[src/rtl/keypad_code_lock_with_lockout_assert.svh]
// ----------------------------------------------------------------------------
// keypad_code_lock_with_lockout_assert.svh
// assertion macros for the keypad code lock; empty bodies when SYNTH is set
// ----------------------------------------------------------------------------
`ifndef KEYPAD_CODE_LOCK_WITH_LOCKOUT_ASSERT_SVH
`define KEYPAD_CODE_LOCK_WITH_LOCKOUT_ASSERT_SVH

`ifndef SYNTH

// same-cycle implication
`define KCL_ASSERT_IMP(label, clk, rst_n, lhs, rhs) \
    label: assert property (@(posedge clk) disable iff (!rst_n) (lhs) |-> (rhs)) \
        else $error("kcl assertion failed");

// next-cycle implication
`define KCL_ASSERT_NXT(label, clk, rst_n, lhs, rhs) \
    label: assert property (@(posedge clk) disable iff (!rst_n) (lhs) |=> (rhs)) \
        else $error("kcl assertion failed");

`else

`define KCL_ASSERT_IMP(label, clk, rst_n, lhs, rhs)
`define KCL_ASSERT_NXT(label, clk, rst_n, lhs, rhs)

`endif

`endif

[src/rtl/kcl_pkg.sv]
// ----------------------------------------------------------------------------
// kcl_pkg
// types and constants shared by the keypad code lock modules
// ----------------------------------------------------------------------------
package kcl_pkg;

    // key codes
    localparam logic [7:0] KEY_D = 8'h44;
    localparam logic [7:0] KEY_A = 8'h41;
    localparam logic [7:0] KEY_0 = 8'h30;
    localparam logic [7:0] KEY_9 = 8'h39;

    // mode codes on the result
    localparam logic [1:0] MODE_UNLOCKED = 2'd0;
    localparam logic [1:0] MODE_LOCKED   = 2'd1;
    localparam logic [1:0] MODE_ENTERING = 2'd2;
    localparam logic [1:0] MODE_LOCKOUT  = 2'd3;

    // configuration register indexes
    localparam int CFG_IDX_W = 2;
    localparam logic [CFG_IDX_W-1:0] CFG_CODE_DIGITS   = 2'd0;
    localparam logic [CFG_IDX_W-1:0] CFG_LOCKOUT_TICKS = 2'd1;
    localparam logic [CFG_IDX_W-1:0] CFG_BLINK_TICKS   = 2'd2;
    localparam int CFG_DATA_W = 32;

    // configuration reset values
    localparam logic [31:0] CODE_RESET    = 32'h1234_5678;
    localparam logic [15:0] LOCKOUT_RESET = 16'd1000;
    localparam logic [15:0] BLINK_RESET   = 16'd20;

    typedef enum logic [3:0] {
        S_UNLOCKED = 4'b0001,
        S_LOCKED   = 4'b0010,
        S_ENTERING = 4'b0100,
        S_LOCKOUT  = 4'b1000
    } t_mode;

    typedef struct packed {
        logic [31:0] code_digits;
        logic [15:0] lockout_ticks;
        logic [15:0] blink_ticks;
    } t_cfg;

    typedef struct packed {
        logic [1:0] mode;
        logic       lock_led;
        logic       entry_led;
        logic [3:0] digits_entered;
    } t_result;

    function automatic logic [1:0] mode_code(input t_mode m);
        logic [1:0] c;
        unique case (m)
            S_UNLOCKED: c = MODE_UNLOCKED;
            S_LOCKED:   c = MODE_LOCKED;
            S_ENTERING: c = MODE_ENTERING;
            S_LOCKOUT:  c = MODE_LOCKOUT;
            default:    c = MODE_LOCKED;
        endcase
        return c;
    endfunction

endpackage

[src/rtl/kcl_cfg_regs.sv]
// ----------------------------------------------------------------------------
// kcl_cfg_regs
// configuration registers: unlock code, lockout period, blink period
// ----------------------------------------------------------------------------
module kcl_cfg_regs
    import kcl_pkg::*;
(
    input  logic                 i_clk,
    input  logic                 i_rst_n,
    input  logic                 i_wr_en,
    input  logic [CFG_IDX_W-1:0] i_index,
    input  logic [CFG_DATA_W-1:0] i_wdata,
    output t_cfg                 o_cfg
);

    t_cfg r_cfg;

    always_ff @(posedge i_clk) begin
        if (!i_rst_n) begin
            r_cfg.code_digits   <= CODE_RESET;
            r_cfg.lockout_ticks <= LOCKOUT_RESET;
            r_cfg.blink_ticks   <= BLINK_RESET;
        end else if (i_wr_en) begin
            unique case (i_index)
                CFG_CODE_DIGITS:   r_cfg.code_digits   <= i_wdata;
                CFG_LOCKOUT_TICKS: r_cfg.lockout_ticks <= i_wdata[15:0];
                CFG_BLINK_TICKS:   r_cfg.blink_ticks   <= i_wdata[15:0];
                default: ;
            endcase
        end
    end

    assign o_cfg = r_cfg;

endmodule

[src/rtl/kcl_in_stage.sv]
// ----------------------------------------------------------------------------
// kcl_in_stage
// input register for key codes with valid/stall handshake
// ----------------------------------------------------------------------------
module kcl_in_stage
    import kcl_pkg::*;
(
    input  logic       i_clk,
    input  logic       i_rst_n,
    input  logic       i_valid,
    input  logic [7:0] i_key_code,
    input  logic       i_out_ready,
    output logic       o_stall,
    output logic       o_step,
    output logic [7:0] o_key
);

    logic       r_valid;
    logic [7:0] r_key;
    logic       load;

    assign o_stall = r_valid && !i_out_ready;
    assign o_step  = r_valid && i_out_ready;
    assign load    = !o_stall;

    always_ff @(posedge i_clk) begin
        if (!i_rst_n) begin
            r_valid <= 1'b0;
        end else if (load) begin
            r_valid <= i_valid;
        end
    end

    always_ff @(posedge i_clk) begin
        if (load && i_valid) begin
            r_key <= i_key_code;
        end
    end

    assign o_key = r_key;

endmodule

[src/rtl/kcl_core.sv]
// ----------------------------------------------------------------------------
// kcl_core
// lock state machine, digit store, code compare and lockout timers
// ----------------------------------------------------------------------------
module kcl_core
    import kcl_pkg::*;
#(
    parameter int CODE_LEN = 8
) (
    input  logic       i_clk,
    input  logic       i_rst_n,
    input  logic       i_step,
    input  logic [7:0] i_key,
    input  t_cfg       i_cfg,
    output t_result    o_result
);

    localparam int CNT_W = $clog2(CODE_LEN + 1);

    t_mode            r_mode, n_mode;
    logic [CNT_W-1:0] r_entry_count, n_entry_count;
    logic [7:0]       r_prev_digit, n_prev_digit;
    logic [15:0]      r_lock_cnt, n_lock_cnt;
    logic [15:0]      r_blink_cnt, n_blink_cnt;
    logic             r_lock_led, n_lock_led;
    logic             r_entry_led, n_entry_led;
    logic [3:0]       r_store [CODE_LEN];

    logic                is_digit;
    logic                store_full;
    logic                take_digit;
    logic                store_wr;
    logic [CODE_LEN-1:0] digit_eq;
    logic                code_match;
    logic [16:0]         blink_inc;
    logic [16:0]         lock_inc;
    logic                blink_hit;
    logic                lock_hit;

    assign is_digit   = (i_key >= KEY_0) && (i_key <= KEY_9);
    assign store_full = (r_entry_count == CNT_W'(CODE_LEN));
    assign take_digit = is_digit && (i_key != r_prev_digit) && !store_full;

    // wanted digit per position; nibbles above bit 31 read as zero
    for (genvar gi = 0; gi < CODE_LEN; gi++) begin : g_cmp
        localparam int SH = CODE_LEN - 1 - gi;
        logic [3:0] want;
        if (SH < 8) begin : g_nib
            assign want = i_cfg.code_digits[SH*4 +: 4];
        end else begin : g_zero
            assign want = 4'd0;
        end
        assign digit_eq[gi] = (r_store[gi] == want);

        always_ff @(posedge i_clk) begin
            if (i_step && store_wr && (r_entry_count == CNT_W'(gi))) begin
                // ascii '0'..'9' carry the bcd digit in the low nibble
                r_store[gi] <= i_key[3:0];
            end
        end
    end

    assign code_match = store_full && (&digit_eq);

    assign blink_inc = {1'b0, r_blink_cnt} + 17'd1;
    assign lock_inc  = {1'b0, r_lock_cnt} + 17'd1;
    assign blink_hit = (blink_inc >= {1'b0, i_cfg.blink_ticks});
    assign lock_hit  = (lock_inc >= {1'b0, i_cfg.lockout_ticks});

    always_comb begin
        n_mode        = r_mode;
        n_entry_count = r_entry_count;
        n_prev_digit  = r_prev_digit;
        n_lock_cnt    = r_lock_cnt;
        n_blink_cnt   = r_blink_cnt;
        n_lock_led    = r_lock_led;
        n_entry_led   = r_entry_led;
        store_wr      = 1'b0;
        unique case (r_mode)
            S_LOCKED: begin
                if (i_key == KEY_D) begin
                    n_mode      = S_ENTERING;
                    n_entry_led = !r_entry_led;
                end
            end
            S_ENTERING: begin
                if (is_digit) begin
                    if (take_digit) begin
                        store_wr      = 1'b1;
                        n_entry_count = r_entry_count + CNT_W'(1);
                        n_entry_led   = !r_entry_led;
                        n_prev_digit  = i_key;
                    end
                end else if (i_key == KEY_A) begin
                    if (code_match) begin
                        n_mode     = S_UNLOCKED;
                        n_lock_led = 1'b0;
                    end else begin
                        n_mode        = S_LOCKOUT;
                        n_entry_count = '0;
                    end
                    n_entry_led = !r_entry_led;
                end
            end
            S_LOCKOUT: begin
                if (blink_hit) begin
                    n_blink_cnt = '0;
                    n_lock_led  = !r_lock_led;
                end else begin
                    n_blink_cnt = blink_inc[15:0];
                end
                if (lock_hit) begin
                    n_lock_cnt  = '0;
                    n_mode      = S_LOCKED;
                    n_lock_led  = 1'b1;
                    n_entry_led = 1'b1;
                end else begin
                    n_lock_cnt = lock_inc[15:0];
                end
            end
            S_UNLOCKED: ;
            default: ;
        endcase
    end

    always_ff @(posedge i_clk) begin
        if (!i_rst_n) begin
            r_mode        <= S_LOCKED;
            r_entry_count <= '0;
            r_prev_digit  <= '0;
            r_lock_cnt    <= '0;
            r_blink_cnt   <= '0;
            r_lock_led    <= 1'b1;
            r_entry_led   <= 1'b1;
        end else if (i_step) begin
            r_mode        <= n_mode;
            r_entry_count <= n_entry_count;
            r_prev_digit  <= n_prev_digit;
            r_lock_cnt    <= n_lock_cnt;
            r_blink_cnt   <= n_blink_cnt;
            r_lock_led    <= n_lock_led;
            r_entry_led   <= n_entry_led;
        end
    end

    assign o_result.mode      = mode_code(n_mode);
    assign o_result.lock_led  = n_lock_led;
    assign o_result.entry_led = n_entry_led;

    if (CNT_W >= 4) begin : g_cnt_wide
        assign o_result.digits_entered = n_entry_count[3:0];
    end else begin : g_cnt_narrow
        assign o_result.digits_entered = {{(4 - CNT_W){1'b0}}, n_entry_count};
    end

endmodule

[src/rtl/kcl_out_stage.sv]
// ----------------------------------------------------------------------------
// kcl_out_stage
// result register with valid/stall handshake
// ----------------------------------------------------------------------------
module kcl_out_stage
    import kcl_pkg::*;
(
    input  logic    i_clk,
    input  logic    i_rst_n,
    input  logic    i_load,
    input  t_result i_result,
    input  logic    i_stall,
    output logic    o_ready,
    output logic    o_valid,
    output t_result o_result
);

    logic    r_valid;
    t_result r_result;

    assign o_ready = !r_valid || !i_stall;

    always_ff @(posedge i_clk) begin
        if (!i_rst_n) begin
            r_valid <= 1'b0;
        end else if (o_ready) begin
            r_valid <= i_load;
        end
    end

    always_ff @(posedge i_clk) begin
        if (o_ready && i_load) begin
            r_result <= i_result;
        end
    end

    assign o_valid  = r_valid;
    assign o_result = r_result;

endmodule

[src/rtl/keypad_code_lock_with_lockout.sv]
// a key code is registered in the input stage, and its result in the output stage
// throughput: one key code per cycle while the result is not stalled; the lock state updates in a single register loop
// a stalled result holds the core; input and output registers keep the pipeline full
// reset: synchronous, active low; locked mode, both leds lit, count cleared,
// configuration back to its defaults
// ----------------------------------------------------------------------------
// keypad_code_lock_with_lockout
// keypad combination lock with repeat suppression and timed lockout
// ----------------------------------------------------------------------------
`include "keypad_code_lock_with_lockout_assert.svh"

module keypad_code_lock_with_lockout
    import kcl_pkg::*;
#(
    parameter int CODE_LEN = 8
) (
    input  logic                  i_clk,
    input  logic                  i_rst_n,
    input  logic                  i_cfg_wr_en,
    input  logic [CFG_IDX_W-1:0]  i_cfg_index,
    input  logic [CFG_DATA_W-1:0] i_cfg_wdata,
    input  logic                  i_in_valid,
    output logic                  o_in_stall,
    input  logic [7:0]            i_key_code,
    output logic                  o_out_valid,
    input  logic                  i_out_stall,
    output logic [1:0]            o_mode,
    output logic                  o_lock_led,
    output logic                  o_entry_led,
    output logic [3:0]            o_digits_entered
);

    t_cfg       cfg;
    logic       out_ready;
    logic       step;
    logic [7:0] key;
    t_result    core_result;
    t_result    out_result;
    logic       out_unlocked;
    logic       out_lockout;
    logic       led_dark;

    kcl_cfg_regs u_cfg (
        .i_clk   (i_clk),
        .i_rst_n (i_rst_n),
        .i_wr_en (i_cfg_wr_en),
        .i_index (i_cfg_index),
        .i_wdata (i_cfg_wdata),
        .o_cfg   (cfg)
    );

    kcl_in_stage u_in (
        .i_clk       (i_clk),
        .i_rst_n     (i_rst_n),
        .i_valid     (i_in_valid),
        .i_key_code  (i_key_code),
        .i_out_ready (out_ready),
        .o_stall     (o_in_stall),
        .o_step      (step),
        .o_key       (key)
    );

    kcl_core #(
        .CODE_LEN (CODE_LEN)
    ) u_core (
        .i_clk    (i_clk),
        .i_rst_n  (i_rst_n),
        .i_step   (step),
        .i_key    (key),
        .i_cfg    (cfg),
        .o_result (core_result)
    );

    kcl_out_stage u_out (
        .i_clk    (i_clk),
        .i_rst_n  (i_rst_n),
        .i_load   (step),
        .i_result (core_result),
        .i_stall  (i_out_stall),
        .o_ready  (out_ready),
        .o_valid  (o_out_valid),
        .o_result (out_result)
    );

    assign o_mode           = out_result.mode;
    assign o_lock_led       = out_result.lock_led;
    assign o_entry_led      = out_result.entry_led;
    assign o_digits_entered = out_result.digits_entered;

    assign out_unlocked = o_out_valid && (o_mode == MODE_UNLOCKED);
    assign out_lockout  = o_out_valid && (o_mode == MODE_LOCKOUT);
    assign led_dark     = o_out_valid && !o_lock_led;

    // unlocked is terminal: every later result stays unlocked
    `KCL_ASSERT_NXT(a_unlock_terminal, i_clk, i_rst_n, out_unlocked, !o_out_valid || out_unlocked)
    // the lock led is dark only while unlocked or blinking in lockout
    `KCL_ASSERT_IMP(a_led_dark_mode, i_clk, i_rst_n, led_dark, out_unlocked || out_lockout)
    // input backpressure only comes from a full, stalled result register
    `KCL_ASSERT_IMP(a_stall_source, i_clk, i_rst_n, o_in_stall, o_out_valid && i_out_stall)

endmodule

[config.mk]
export PLATFORM = sky130hd
export DESIGN_NAME = keypad_code_lock_with_lockout
export DESIGN_NICKNAME = d
export VERILOG_FILES = /design/src/rtl/kcl_pkg.sv /design/src/rtl/kcl_cfg_regs.sv /design/src/rtl/kcl_in_stage.sv /design/src/rtl/kcl_core.sv /design/src/rtl/kcl_out_stage.sv /design/src/rtl/keypad_code_lock_with_lockout.sv
export VERILOG_INCLUDE_DIRS = /design/src /design/src/rtl
export SDC_FILE = /design/constraint.sdc
export NUM_CORES = 1
export LEC_CHECK = 0
export BUFFER_PORTS_ARGS = -buffer_cell sky130_fd_sc_hd__buf_2
export CAP_MARGIN = 10
export CORE_MARGIN = 2
export CORE_UTILIZATION = 51
export DETAILED_ROUTE_END_ITERATION = 7
export PLACE_DENSITY = 0.69
export RECOVER_POWER = 100
export SLEW_MARGIN = 5
export SYNTH_ARGS = -nofsm -noshare
export SYNTH_HDL_FRONTEND = slang
export SYNTH_SLANG_ARGS = --single-unit
[constraint.sdc]
create_clock -name i_clk -period 9.55 [get_ports i_clk]
set_clock_uncertainty 0.1 [all_clocks]
set_input_delay 0.955 -clock i_clk [delete_from_list [all_inputs] [get_ports i_clk]]
set_output_delay 0.955 -clock i_clk [all_outputs]
set_load 0.03 [all_outputs]
==> results of run 1 <==
==> synth_stat cells, types with 3 or more instances <==
library cell  count  area [um2]
nand2_1         180         676
dfxtp_1         116        2320
a21boi_0         53         398
edfxtp_1         48        1440
xnor2_1          42         368
clkbuf_1         39         146
ha_1             38         475
nand3_1          38         190
inv_1            37         139
o21ai_0          37         185
a21oi_1          32         160
xor2_1           27         236
nor2_1           23        86.3
nand4_1          14        87.6
nor2b_1          14        87.6
and3_1           10        62.6
and4b_1          10         100
nand3b_1         10        75.1
nor3_1            8        40.0
nor4_1            8        50.1
o211ai_1          8        60.1
o22ai_1           7        43.8
a211oi_1          6        45.0
nor3b_1           6        45.0
and2_1            5        31.3
nor4b_1           5        43.8
o21a_1            5        37.5
or3b_2            5        43.8
a31o_2            4        35.0
buf_2             4        20.0
a21o_1            3        22.5
a31o_1            3        26.3
and4_1            3        26.3
o21ai_1           3        15.0
==> how the worst max path moves through the flow <==
stage / cells past startpoint / slack, ns / endpoint
4_1_cts: 13 / 5.26 / u_core.r_lock_cnt[0]$_SDFFE_PN0P_
3_3_place_gp: 14 / 5.47 / u_core.r_lock_cnt[0]$_SDFFE_PN0P_
2_1_floorplan: 15 / 6.12 / u_out.o_result[6]$_DFFE_PP_
6_report: 4 / 4.37 / u_core.r_lock_cnt[8]$_SDFFE_PN0P_
3_5_place_dp: 13 / 5.36 / u_core.r_lock_cnt[0]$_SDFFE_PN0P_
5_1_grt: 4 / 3.91 / u_core.r_lock_cnt[3]$_SDFFE_PN0P_
==> logic make-up (layout without fill, tap and decap cells) <==
logic type / count (synthesis) / after routing / synth area share, %
buffers and inverters: 85 / 132 / 4.13
adders and majority gates: 38 / 38 / 5.73
muxes: 2 / 2 / 0.241
DFF: 164 / 164 / 45.3
and+or+nand+nor: 358 / 358 / 22.2
AOI/OAI and AO/OA: 183 / 183 / 15.1
xor gates and xnor gates: 69 / 69 / 7.28
==> flip-flops by register name (all words and copies together) (netlist names) <==
signal,cells
u_core.r_mode,4
u_out.o_valid,1
u_cfg.o_cfg,64
u_in.r_valid,1
u_core.r_store,32
u_in.o_key,8
u_core.r_prev_digit,8
u_core.r_lock_cnt,16
u_core.r_entry_led,1
u_core.r_entry_count,4
u_core.r_lock_led,1
u_out.o_result,8
u_core.r_blink_cnt,16
==> worst min-delay path, stage by stage, from the launching register on <==
cell and delay, ns:
dfxtp_1 0.31, nand2_1 0.05, a21boi_0 0.06
==> through the flow <==
stage          utilization (%)  cells
2_1_floorplan                -    899
5_1_grt                   57.8   1162
6_report                  57.8   1162
3_3_place_gp              54.8   1130
3_5_place_dp              54.8   1130
4_1_cts                   58.2   1162
==> power by group <==
part | total [mW] | internal, mW | leakage (nW) | switching (mW)
clock network | 0.636 | 0.359 | 0.258 | 0.277
logic | 0.0777 | 0.0314 | 1.84 | 0.0463
registers | 0.745 | 0.731 | 1.38 | 0.0138
total | 1.46 | 1.12 | 3.48 | 0.337
==> area by class of cell <==
| cell class | instances | share of cell area [%] |
|---|---|---|
| multi-input cells | 650 | 45.4 |
| flip-flops and latches | 164 | 41.0 |
| clock buffers | 20 | 4.75 |
| repair buffers | 62 | 3.21 |
| well taps | 216 | 2.94 |
| inverters | 38 | 1.55 |
| clock inverters | 12 | 1.20 |
==> metal layers <==
layer	track usage [%]	part of all wire [%]	vias up
met1	30.2	48	3005
met3	4.51	4.9	19
met2	34.3	45	145
li1	-	-	3219
met4	6.40	1.4	0
met5	0	0	-
==> summary.md, run 1 <==
| Metric | Value |
|---|---|
| Filler instances | 1441 |
| ANT nets after route | 0 |
| Clock Sinks | 164 |
| Post-synthesis register bit count | 164 |
| Crit path DAT | 5.42 ns |
| WHS | 0.369 ns |
| Syn. warnings | 0 |
| Setup crit end kind | flip-flop |
| Post-CTS sizing | 0 |
| Period utilization | 54.2% |
| Max Cap Violations | 2 |
| Pwr Total | 1.46 mW |
| Pwr dens | 159 mW/mm2 |
| Top cell by count, worst path | clkbuf_1 |
| Syn nets | 984 |
| Crit path launch | i_rst_n |
| Port Buffers | 56 |
| TritonRoute pass-1 iters | 5 |
| R2R setup slack | 4.89 ns |
| Num CTS Buffers | 17 |
| Dpl ws | 5.36 ns |
| CP max stage delay | 2.53 ns |
| Global-route wire length before repair | 30300 um |
| Mapped Area | 0.00830 mm2 |
| Failing checks | capacitance limit, slew limit |
| Worst-path maximum fanout | 91 |
| Fin area | 0.00919 mm2 |
| Cells after synthesis | 899 |
| Final hold violations | 0 |
| Post-synth EDFFs | 48 |
| Nets | 1018 |
| DIE AREA | 0.0173 mm2 |
| I/O pins | 57 |
| Maximum clock path buffer count | 2 |
| Fraction of layout cells with a size suffix above 1 | 10.0% |
| Critical-path top delay cell | clkbuf_1 |
| Die width | 132 um |
| RR Startpoint | u_core.r_blink_cnt[0]$_SDFFE_PN0P_ |
| H-tree levels | 4 |
| Peak VDD IR | 130 uV |
| Post-synth cell types | 70 |
| Detailed Place HPWL | 12700 um |
| Number of cells on the worst hold path | 2 |
| Run status | finished with violations |
| CTS tree | yes |
| DRT iter0 DRCs | 464 |
| Top_reg_cell synth | dfxtp_1 |
| Rel. slew slack | -132% |
| Vias in the first global route | 6134 |
| Vias/cell | 5.50 |
| Worst Setup Start Kind | input port |
| Hold wc startpoint | u_cfg.o_cfg[29]$_SDFFE_PN0P_ |
| Most frequent standard cell in the layout excluding fill and tap cells | nand2_1 |
| Final WS setup | 4.37 ns |
| CTS Hold Bufs | 0 |
| Sequential Area | 0.00376 mm2 |
| Post-CTS Setup Inserts | 0 |
| Buf/Inv on CP | 2 |
| Clk_lat worst skew | 0.42 ns |
| Hold crit path type | reg2reg |
| Initial antenna violation count | 0 |
| Core footprint | 0.0159 mm2 |
| RSZ-0062 raised after global routing | no |
| Worst slew pin tran | 3.48 ns |
| GPL Wtd Cong | 0.853 |
| Ys async rst share | 0% |
| Crit Path Class | in2reg |
| Leak Pwr | 3.48 nW |
| Drt total wl | 18400 um |
| Die height | 132 um |
| Overflow after GRT | 0 |
| Final Slew Violations | 140 |
| Core Rows | 46 |
| Peak Freq | 193 MHz |
| Total number of vias | 6388 |
| Largest delay contributor family on the critical path | buffers and inverters |
| WP data required | 9.79 ns |
| Area growth from synthesis to layout | 10.6% |
| Syn Area/Cell | 9.24 um2 |
| Min Tclk post-route | 5.18 ns |
| ANT cells | 0 |
| Worst-path clk slew | 0.07 ns |
| Critical-path cell list | clkbuf_1, clkbuf_1, or3b_2, o22ai_1 |
| Largest net degree at the start of global routing | 92 |
| Area of placed instances | 0.00871 mm2 |
| Most frequent cells in the layout | 180 x nand2_1, 116 x dfxtp_1, 53 x a21boi_0 |
| Average routed wire per standard cell | 15.8 um |
| Total negative slack | 0 ns |
| Hold Path End | u_cfg.o_cfg[29]$_SDFFE_PN0P_ |
| Sequential area share after synthesis | 45.3% |
| Total GRT Usage | 21.7% |
| Root Driver | clkbuf_16 |
| Area of the multi-input gates | 0.00417 mm2 |
| DRC | 0 |
| Final setup fails | 0 |
| Worst Reg-to-Reg Cells | 13 |
| Reg2reg end | u_core.r_blink_cnt[2]$_SDFFE_PN0P_ |
| Initial Utilization | 52.3% |
No activity file was read; power rests on OpenSTA's default activity.
==> run 2, diff against run 1 <==
Settings changed: ABC_AREA from default to 1, PLACE_DENSITY 0.69 to 0.72.
Clock period 9.55 ns to 4.6 ns, I/O delays scaled along.
==> summary.md, run 2 <==
| Metric | Value |
|---|---|
| Final WS setup | 0.879 ns (-3.50 ns) |
| Ys async rst share | 0% (unchanged) |
| Detailed Place HPWL | 13900 um (+9.1%) |
| Initial Utilization | 51.6% (-0.69 points) |
| Clk pwr share | 42.5% (-1.1 points) |
| Setup crit end kind | flip-flop |
| Post-synth cell types | 40 (-43%) |
| Peak Freq | 269 MHz |
| ANT nets after route | 0 (unchanged) |
| Final setup fails | 0 (unchanged) |
| Clk_lat worst skew | 0.44 ns (+0.02 ns) |
| Worst-path clk slew | 0.07 ns (about the same) |
| Top cell type's share of synthesized area | 27.4% (-0.53 points) |
| WHS | 0.0973 ns (-0.271 ns) |
| I/O pins | 57 (unchanged) |
| Sequential area share after synthesis | 44.5% (-0.85 points) |
| Post-Synth Simple-Gate Area | 24.0% (+1.8 points) |
| TritonRoute pass-1 iters | 5 (unchanged) |
| Area growth from synthesis to layout | 10.8% |
| Post-CTS sizing | 0 (unchanged) |
| Buf/Inv on CP | 1 (-1) |
| Worst-path maximum fanout | 16 (-82%) |
| Mapped Area | 0.00846 mm2 (+1.9%) |
| Core Rows | 47 (+2.2%) |
| Largest family of logic cells by synthesized area | simple AND/OR/NAND/NOR gates |
| Pwr dens | 334 mW/mm2 (+110%) |
| Post-CTS Setup Inserts | 0 (unchanged) |
| Critical-path top delay cell | nor2_2 |
| Syn Area/Cell | 7.75 um2 (-16%) |
| WP data required | 4.86 ns (-4.93 ns) |
| Overflow after GRT | 0 (unchanged) |
| Largest delay contributor family on the critical path | simple AND/OR/NAND/NOR gates |
| Compound-Gate Fraction of Synth Area | 12.0% (-3.1 points) |
| Cells after synthesis | 1092 (+21%) |
| Final hold violations | 0 (unchanged) |
| Period utilization | 80.9% |
| Post-Synth Adder-Cell Area | 5.62% (-0.11 points) |
| Initial antenna violation count | 0 (unchanged) |
| Fraction of layout cells with a size suffix above 1 | 9.37% (-0.68 points) |
| Register share of total power | 49.9% (-1.2 points) |
| CTS tree | yes |
| H-tree levels | 4 (unchanged) |
| Clock Sinks | 164 (unchanged) |
| ANT cells | 0 (unchanged) |
| Run status | finished with violations |
| Core footprint | 0.0164 mm2 (+3.3%) |
| Most frequent cells in the layout | 254 x nand2_1, 157 x inv_1, 116 x dfxtp_1 |
| Critical-path cell list | ha_1, nand2_1, nor2_1, nand3_1, nor2_1, a31oi_1, a31oi_1, ha_1, nand2_1, nor2_1, nand3_1, inv_1, nand2_1, nand4_1, nor2_1, nand2_4, nor2_2, nand2_1, a21oi_1 |
| Crit Path Class | reg2reg |
| Root Driver | clkbuf_16 |
| Peak VDD IR | 306 uV (+130%) |
| Max Cap Violations | 1 (-1) |
| DIE AREA | 0.0176 mm2 (+1.9%) |
| DRC | 0 (unchanged) |
| Worst slew pin tran | 2.90 ns (-0.576 ns) |
| Die height | 133 um (+0.92%) |
| Total number of vias | 7009 (+9.7%) |
| Leak Pwr | 4.18 nW (+20%) |
| Nets | 1225 (+20%) |
| Drt total wl | 19400 um (+5.1%) |
| Largest net degree at the start of global routing | 74 (-20%) |
| Most frequent cell after synthesis | nand2_1 |
| Final Slew Violations | 74 (-47%) |
| Min Tclk post-route | 3.72 ns |
| CP max stage delay | 0.69 ns (-1.84 ns) |
| GPL Wtd Cong | 0.925 (+8.4%) |
| Total GRT Usage | 22.6% (+0.90 points) |
| Dpl ws | 1.32 ns (-4.04 ns) |
| Die width | 133 um (+0.92%) |
| Post-synth EDFFs | 48 (unchanged) |
| Psw | 0.817 mW (+140%) |
| Num CTS Buffers | 17 (unchanged) |
| Total negative slack | 0 ns (unchanged) |
| P_int | 2.31 mW (+110%) |
| CTS Hold Bufs | 0 (unchanged) |
| Worst Setup Start Kind | flip-flop |
| Post-synthesis register bit count | 164 (unchanged) |
| Post-synth top area cell | dfxtp_1 |
| Failing checks | capacitance limit, slew limit |
| Synth Area in XOR/XNOR | 5.18% (-2.1 points) |
| Maximum clock path buffer count | 2 (unchanged) |
| Vias in the first global route | 6352 (+3.6%) |
| Proportion of synthesized area in mux cells | 0% (-0.24 points) |
| Syn nets | 1177 (+20%) |
| Syn. warnings | 0 (unchanged) |
| Average routed wire per standard cell | 14.1 um (-11%) |
| Port Buffers | 56 (unchanged) |
| Top_reg_cell synth | dfxtp_1 |
| Most frequent standard cell in the layout excluding fill and tap cells | nand2_1 |
| Rel. slew slack | -93.5% (+38 points) |
| Sw frac | 26.1% (+3.0 points) |
| DRT iter0 DRCs | 671 (+45%) |
| Global-route wire length before repair | 31600 um (+4.6%) |
| Logic pwr share | 7.5% (+2.2 points) |
| Number of flip-flops in the largest register | 64 (unchanged) |
| Hold crit path type | in2reg |
| RSZ-0062 raised after global routing | no |
| Crit path DAT | 3.98 ns (-1.44 ns) |
| Vias/cell | 5.10 (-7.1%) |
| Most frequent cells after synthesis | 254 x nand2_1, 157 x inv_1, 116 x dfxtp_1 |
| Area contributors post-synth | dfxtp_1 27%, edfxtp_1 17%, nand2_1 11% |
run 2: cell types whose count changed after synthesis, moves of 21 or more:
cell / before / now
a21boi_0: 53 / 1
a21oi_1: 32 / 81
inv_1: 37 / 157
nand2_1: 180 / 254
nor2_1: 23 / 103
o21ai_0: 37 / 59
xnor2_1: 42 / 21
run 2: power groups by stage:
stage | registers, mW | clock network, mW | logic (mW)
floorplan | 1.59 | 0 | 0.152
global placement | 1.59 | 0 | 0.231
detailed placement | 1.59 | 0 | 0.234
CTS | 1.56 | 1.35 | 0.237
global route | 1.57 | 1.42 | 0.268
finish | 1.56 | 1.33 | 0.236
run 2: routing by layer:
layer	global-route usage (%)	up-vias	wire length, um	share of wire [%]
met2	34.3	203	8400	43
met1	32.5	3168	9400	49
met4	6.21	0	308	1.6
met5	0	-	0	0
met3	5.21	25	1250	6.5
li1	-	3613	-	-
run 2: final timing paths:
| check | from | cells past startpoint | endpoint | slack [ns] |
|---|---|---|---|---|
| setup / recovery | u_core.r_lock_cnt[0]$_SDFFE_PN0P_ | 19 | u_core.r_lock_cnt[3]$_SDFFE_PN0P_ | 0.88 |
| hold / removal | i_key_code[5] | 1 | u_in.o_key[5]$_DFFE_PP_ | 0.1 |
| setup reg to reg | u_core.r_lock_cnt[0]$_SDFFE_PN0P_ | 19 | u_core.r_lock_cnt[3]$_SDFFE_PN0P_ | 0.88 |
| hold reg to reg | u_core.r_prev_digit[6]$_SDFFE_PN0P_ | 2 | u_core.r_prev_digit[6]$_SDFFE_PN0P_ | 0.36 |
run 2: worst reg2reg max path: cells and delay by family, from the launching register on:
family	cells	cell delay, ns
compound gates	3	0.50
fa+ha+maj	2	0.53
buf+inv	1	0.05
flops	1	0.41
simple gates	13	2.08
run 2: per-stage QoR:
stage	instances	area (um2)	util [%]	total power [mW]
3_3_place_gp	1341	8910	54.3	1.83
4_1_cts	1373	9460	57.7	3.15
3_5_place_dp	1341	8910	54.3	1.83
6_report	1373	9380	57.2	3.13
2_1_floorplan	1092	8460	-	1.75
5_1_grt	1373	9380	57.2	3.25
run 2: cell families (layout without fill, tap and decap cells):
kind of cell | Yosys count | count (layout)
AOI/OAI and AO/OA | 180 | 180
buffers and inverters | 191 | 252
adders and majority gates | 38 | 38
and+or+nand+nor | 469 | 469
xor gates and xnor gates | 50 | 50
DFF | 164 | 164
run 2: layout make-up:
| class | instances | area [um2] |
|---|---|---|
| Timing Repair Buffer | 60 | 292 |
| Clock buffer | 17 | 425 |
| Sequential cell | 164 | 3760 |
| Inverter | 160 | 601 |
| Clock inverter | 15 | 123 |
| Fill cell | 1518 | 7030 |
| Multi-Input combinational cell | 737 | 3900 |
| Tap cell | 220 | 275 |
==> run 3, diff against run 2 <==
Settings changed: ABC_AREA 1 to 0.
Clock period 4.6 ns to 3.37 ns, I/O delays scaled along.
==> summary.md, run 3 (synthesis results as in run 1) <==
| Metric | Value |
|---|---|
| Run status | finished, final reports clean |
| Max Cap Violations | 0 (-1) |
| Number of cells on the worst hold path | 3 (+2) |
| Critical-path top delay cell | dfxtp_2 |
| ANT cells | 0 (unchanged) |
| Die width | 132 um (-0.91%) |
| Nets | 1097 (-10%) |
| Detailed Place HPWL | 13600 um (-2.0%) |
| DIE AREA | 0.0173 mm2 (-1.8%) |
| Vias/cell | 5.61 (+9.9%) |
| Clock Sinks | 164 (unchanged) |
| DRC | 0 (unchanged) |
| Fraction of layout cells with a size suffix above 1 | 20.5% (+11 points) |
| Crit Path Class | reg2reg |
| GPL Wtd Cong | 0.858 (-7.3%) |
| Drt total wl | 20400 um (+5.6%) |
| Worst Reg-to-Reg Cells | 14 (-5) |
| Most frequent standard cell in the layout excluding fill and tap cells | nand2_1 |
| RSZ-0062 raised after global routing | yes |
| Largest net degree at the start of global routing | 78 (+5.4%) |
| Worst-path maximum fanout | 4 (-12) |
| Top cell by count, worst path | and3_4 |
| Root Driver | clkbuf_16 |
| Crit path DAT | 3.34 ns (-0.64 ns) |
| Leak Pwr | 3.99 nW (-4.5%) |
| Rel. slew slack | 5.12% (+99 points) |
| Final WS setup | 0.103 ns (-0.776 ns) |
| Port Buffers | 56 (unchanged) |
| Num CTS Buffers | 17 (unchanged) |
| Critical-path cell list | ha_2, and3_4, and3_4, nand3_4, nor2_4, xor2_2, ha_4, nand4_1, nor4_2, o21ai_1, o2111ai_4, o22ai_2, a21oi_2, a211o_1 |
| Area growth from synthesis to layout | 21.7% |
| Final hold violations | 0 (unchanged) |
| Total GRT Usage | 24.0% (+1.4 points) |
| RR Startpoint | u_core.r_lock_cnt[0]$_SDFFE_PN0P_ |
| Worst Setup Start Kind | flip-flop |
| Overflow after GRT | 0 (unchanged) |
| CTS tree | yes |
| Global-route wire length before repair | 33400 um (+5.5%) |
| Number of flip-flops in the largest register | 64 (unchanged) |
| Die height | 132 um (-0.91%) |
| R2R setup slack | 0.10 ns (-0.78 ns) |
| Pwr Total | 4.30 mW (+37%) |
| Setup crit end kind | flip-flop |
| I/O pins | 57 (unchanged) |
| H-tree levels | 4 (unchanged) |
| Average routed wire per standard cell | 16.5 um (+17%) |
| Min Tclk post-route | 3.27 ns (-0.454 ns) |
| Most frequent cells in the layout | 180 x nand2_1, 110 x dfxtp_1, 70 x buf_4 |
| Hold Path End | u_cfg.o_cfg[50]$_SDFFE_PN1P_ |
| Worst slew pin tran | 1.42 ns (-1.48 ns) |
| Initial Utilization | 52.3% (+0.69 points) |
| Worst-path clk slew | 0.06 ns (about the same) |
| TritonRoute pass-1 iters | 5 (unchanged) |
| Hold crit path type | in2reg |
| Hold wc startpoint | i_cfg_wdata[18] |
| Reg2reg end | u_out.o_result[6]$_DFFE_PP_ |
| ANT nets after route | 0 (unchanged) |
| Peak VDD IR | 400 uV (+31%) |
| Layout Cells excl Fill | 1241 (-9.6%) |
| Filler instances | 1331 (-12%) |
| Maximum clock path buffer count | 2 (unchanged) |
| Core footprint | 0.0159 mm2 (-3.2%) |
| Final setup fails | 0 (unchanged) |
| Vias in the first global route | 6775 (+6.7%) |
| Placed insts | 1186 (-12%) |
| Total number of vias | 6961 (-0.68%) |
| DRT iter0 DRCs | 537 (-20%) |
| Pwr dens | 426 mW/mm2 (+28%) |
| CP max stage delay | 0.35 ns (-0.34 ns) |
| Initial antenna violation count | 0 (unchanged) |
| WP data required | 3.44 ns (-1.42 ns) |
| Peak Freq | 306 MHz (+14%) |
| Final Slew Violations | 0 (-100%) |
| Clk_lat worst skew | 0.43 ns (about the same) |
| Dpl ws | -0.118 ns (-1.44 ns) |
| Period utilization | 96.9% (+16 points) |
| Core Rows | 46 (-2.1%) |
## run 3: cell types whose count changed in the layout (fill, tap and decap cells not counted), sizes merged, moves of 18 or more
cell | before | now
o21ai | 59 | 41
buf | 47 | 115
nor2 | 113 | 24
nand2 | 268 | 180
a21oi | 91 | 32
xnor2 | 21 | 42
a21boi | 1 | 53
inv | 165 | 39
## run 3: worst max path at each step
stage / start / to / depth (start not counted)
after floorplan: u_core.r_lock_cnt[0]$_SDFFE_PN0P_ / u_out.o_result[6]$_DFFE_PP_ / 14
after global placement: u_core.r_blink_cnt[1]$_SDFFE_PN0P_ / u_out.o_result[5]$_DFFE_PP_ / 13
after detailed placement: u_core.r_lock_cnt[0]$_SDFFE_PN0P_ / u_core.r_mode[3]$_SDFFE_PN0P_ / 14
after CTS: u_core.r_lock_cnt[0]$_SDFFE_PN0P_ / u_out.o_result[6]$_DFFE_PP_ / 14
after global routing: u_core.r_lock_cnt[0]$_SDFFE_PN0P_ / u_out.o_result[6]$_DFFE_PP_ / 14
final: u_core.r_lock_cnt[0]$_SDFFE_PN0P_ / u_out.o_result[6]$_DFFE_PP_ / 14
## run 3: cell type report
type	count	area [um2]	area share, %
timing repair buffer	140	908	8.99
tap	216	270	2.68
clock inverter	11	124	1.23
multi-input combinational	651	4410	43.7
inverter	38	143	1.41
clock buffer	21	470	4.66
sequential	164	3770	37.3
## run 3: timing repair
action                                 4_1_cts  5_1_grt
setup endpoints to repair                   32       39
endpoints found under the hold margin        9        0
gates resized for setup                     15       34
buffers inserted                             7        6
pin swaps                                    6       29
gates cloned                                 0        1
hold buffers                                 9        0
## run 3: power breakdown
part | switching (mW) | internal, mW | leakage, nW
sequential | 0.0388 | 2.07 | 1.38
combinational | 0.141 | 0.0986 | 2.32
clock | 0.802 | 1.15 | 0.289
## run 3: worst max-delay path: cells and delay by family, from the launching register on
family / cells / cell delay (ns)
compound gates: 5 / 0.99
flops: 1 / 0.35
simple gates: 6 / 0.90
fa+ha+maj: 2 / 0.42
xor+xnor: 1 / 0.23
## run 3: metal layers
metal  up-vias  track usage [%]  wire length [um]
li1       3382                -                 -
met1      3320             31.5              9000
met2       219             39.6              9740
met3        40             4.40              1250
met4         0             8.76               453
met5         -                0                 0
## run 3: per-stage QoR
stage / hold WS, ns / area (um2) / util [%] / setup TNS, ns
finish: 0.0125 / 10100 / 63.6 / 0
global route: 0.0179 / 10100 / 63.6 / -0.380
CTS: 0.00264 / 9930 / 62.5 / 0
detailed placement: 0.362 / 9140 / 57.6 / -0.890
global placement: 0.352 / 9140 / 57.6 / -0.211
floorplan: 0.336 / 8310 / - / 0
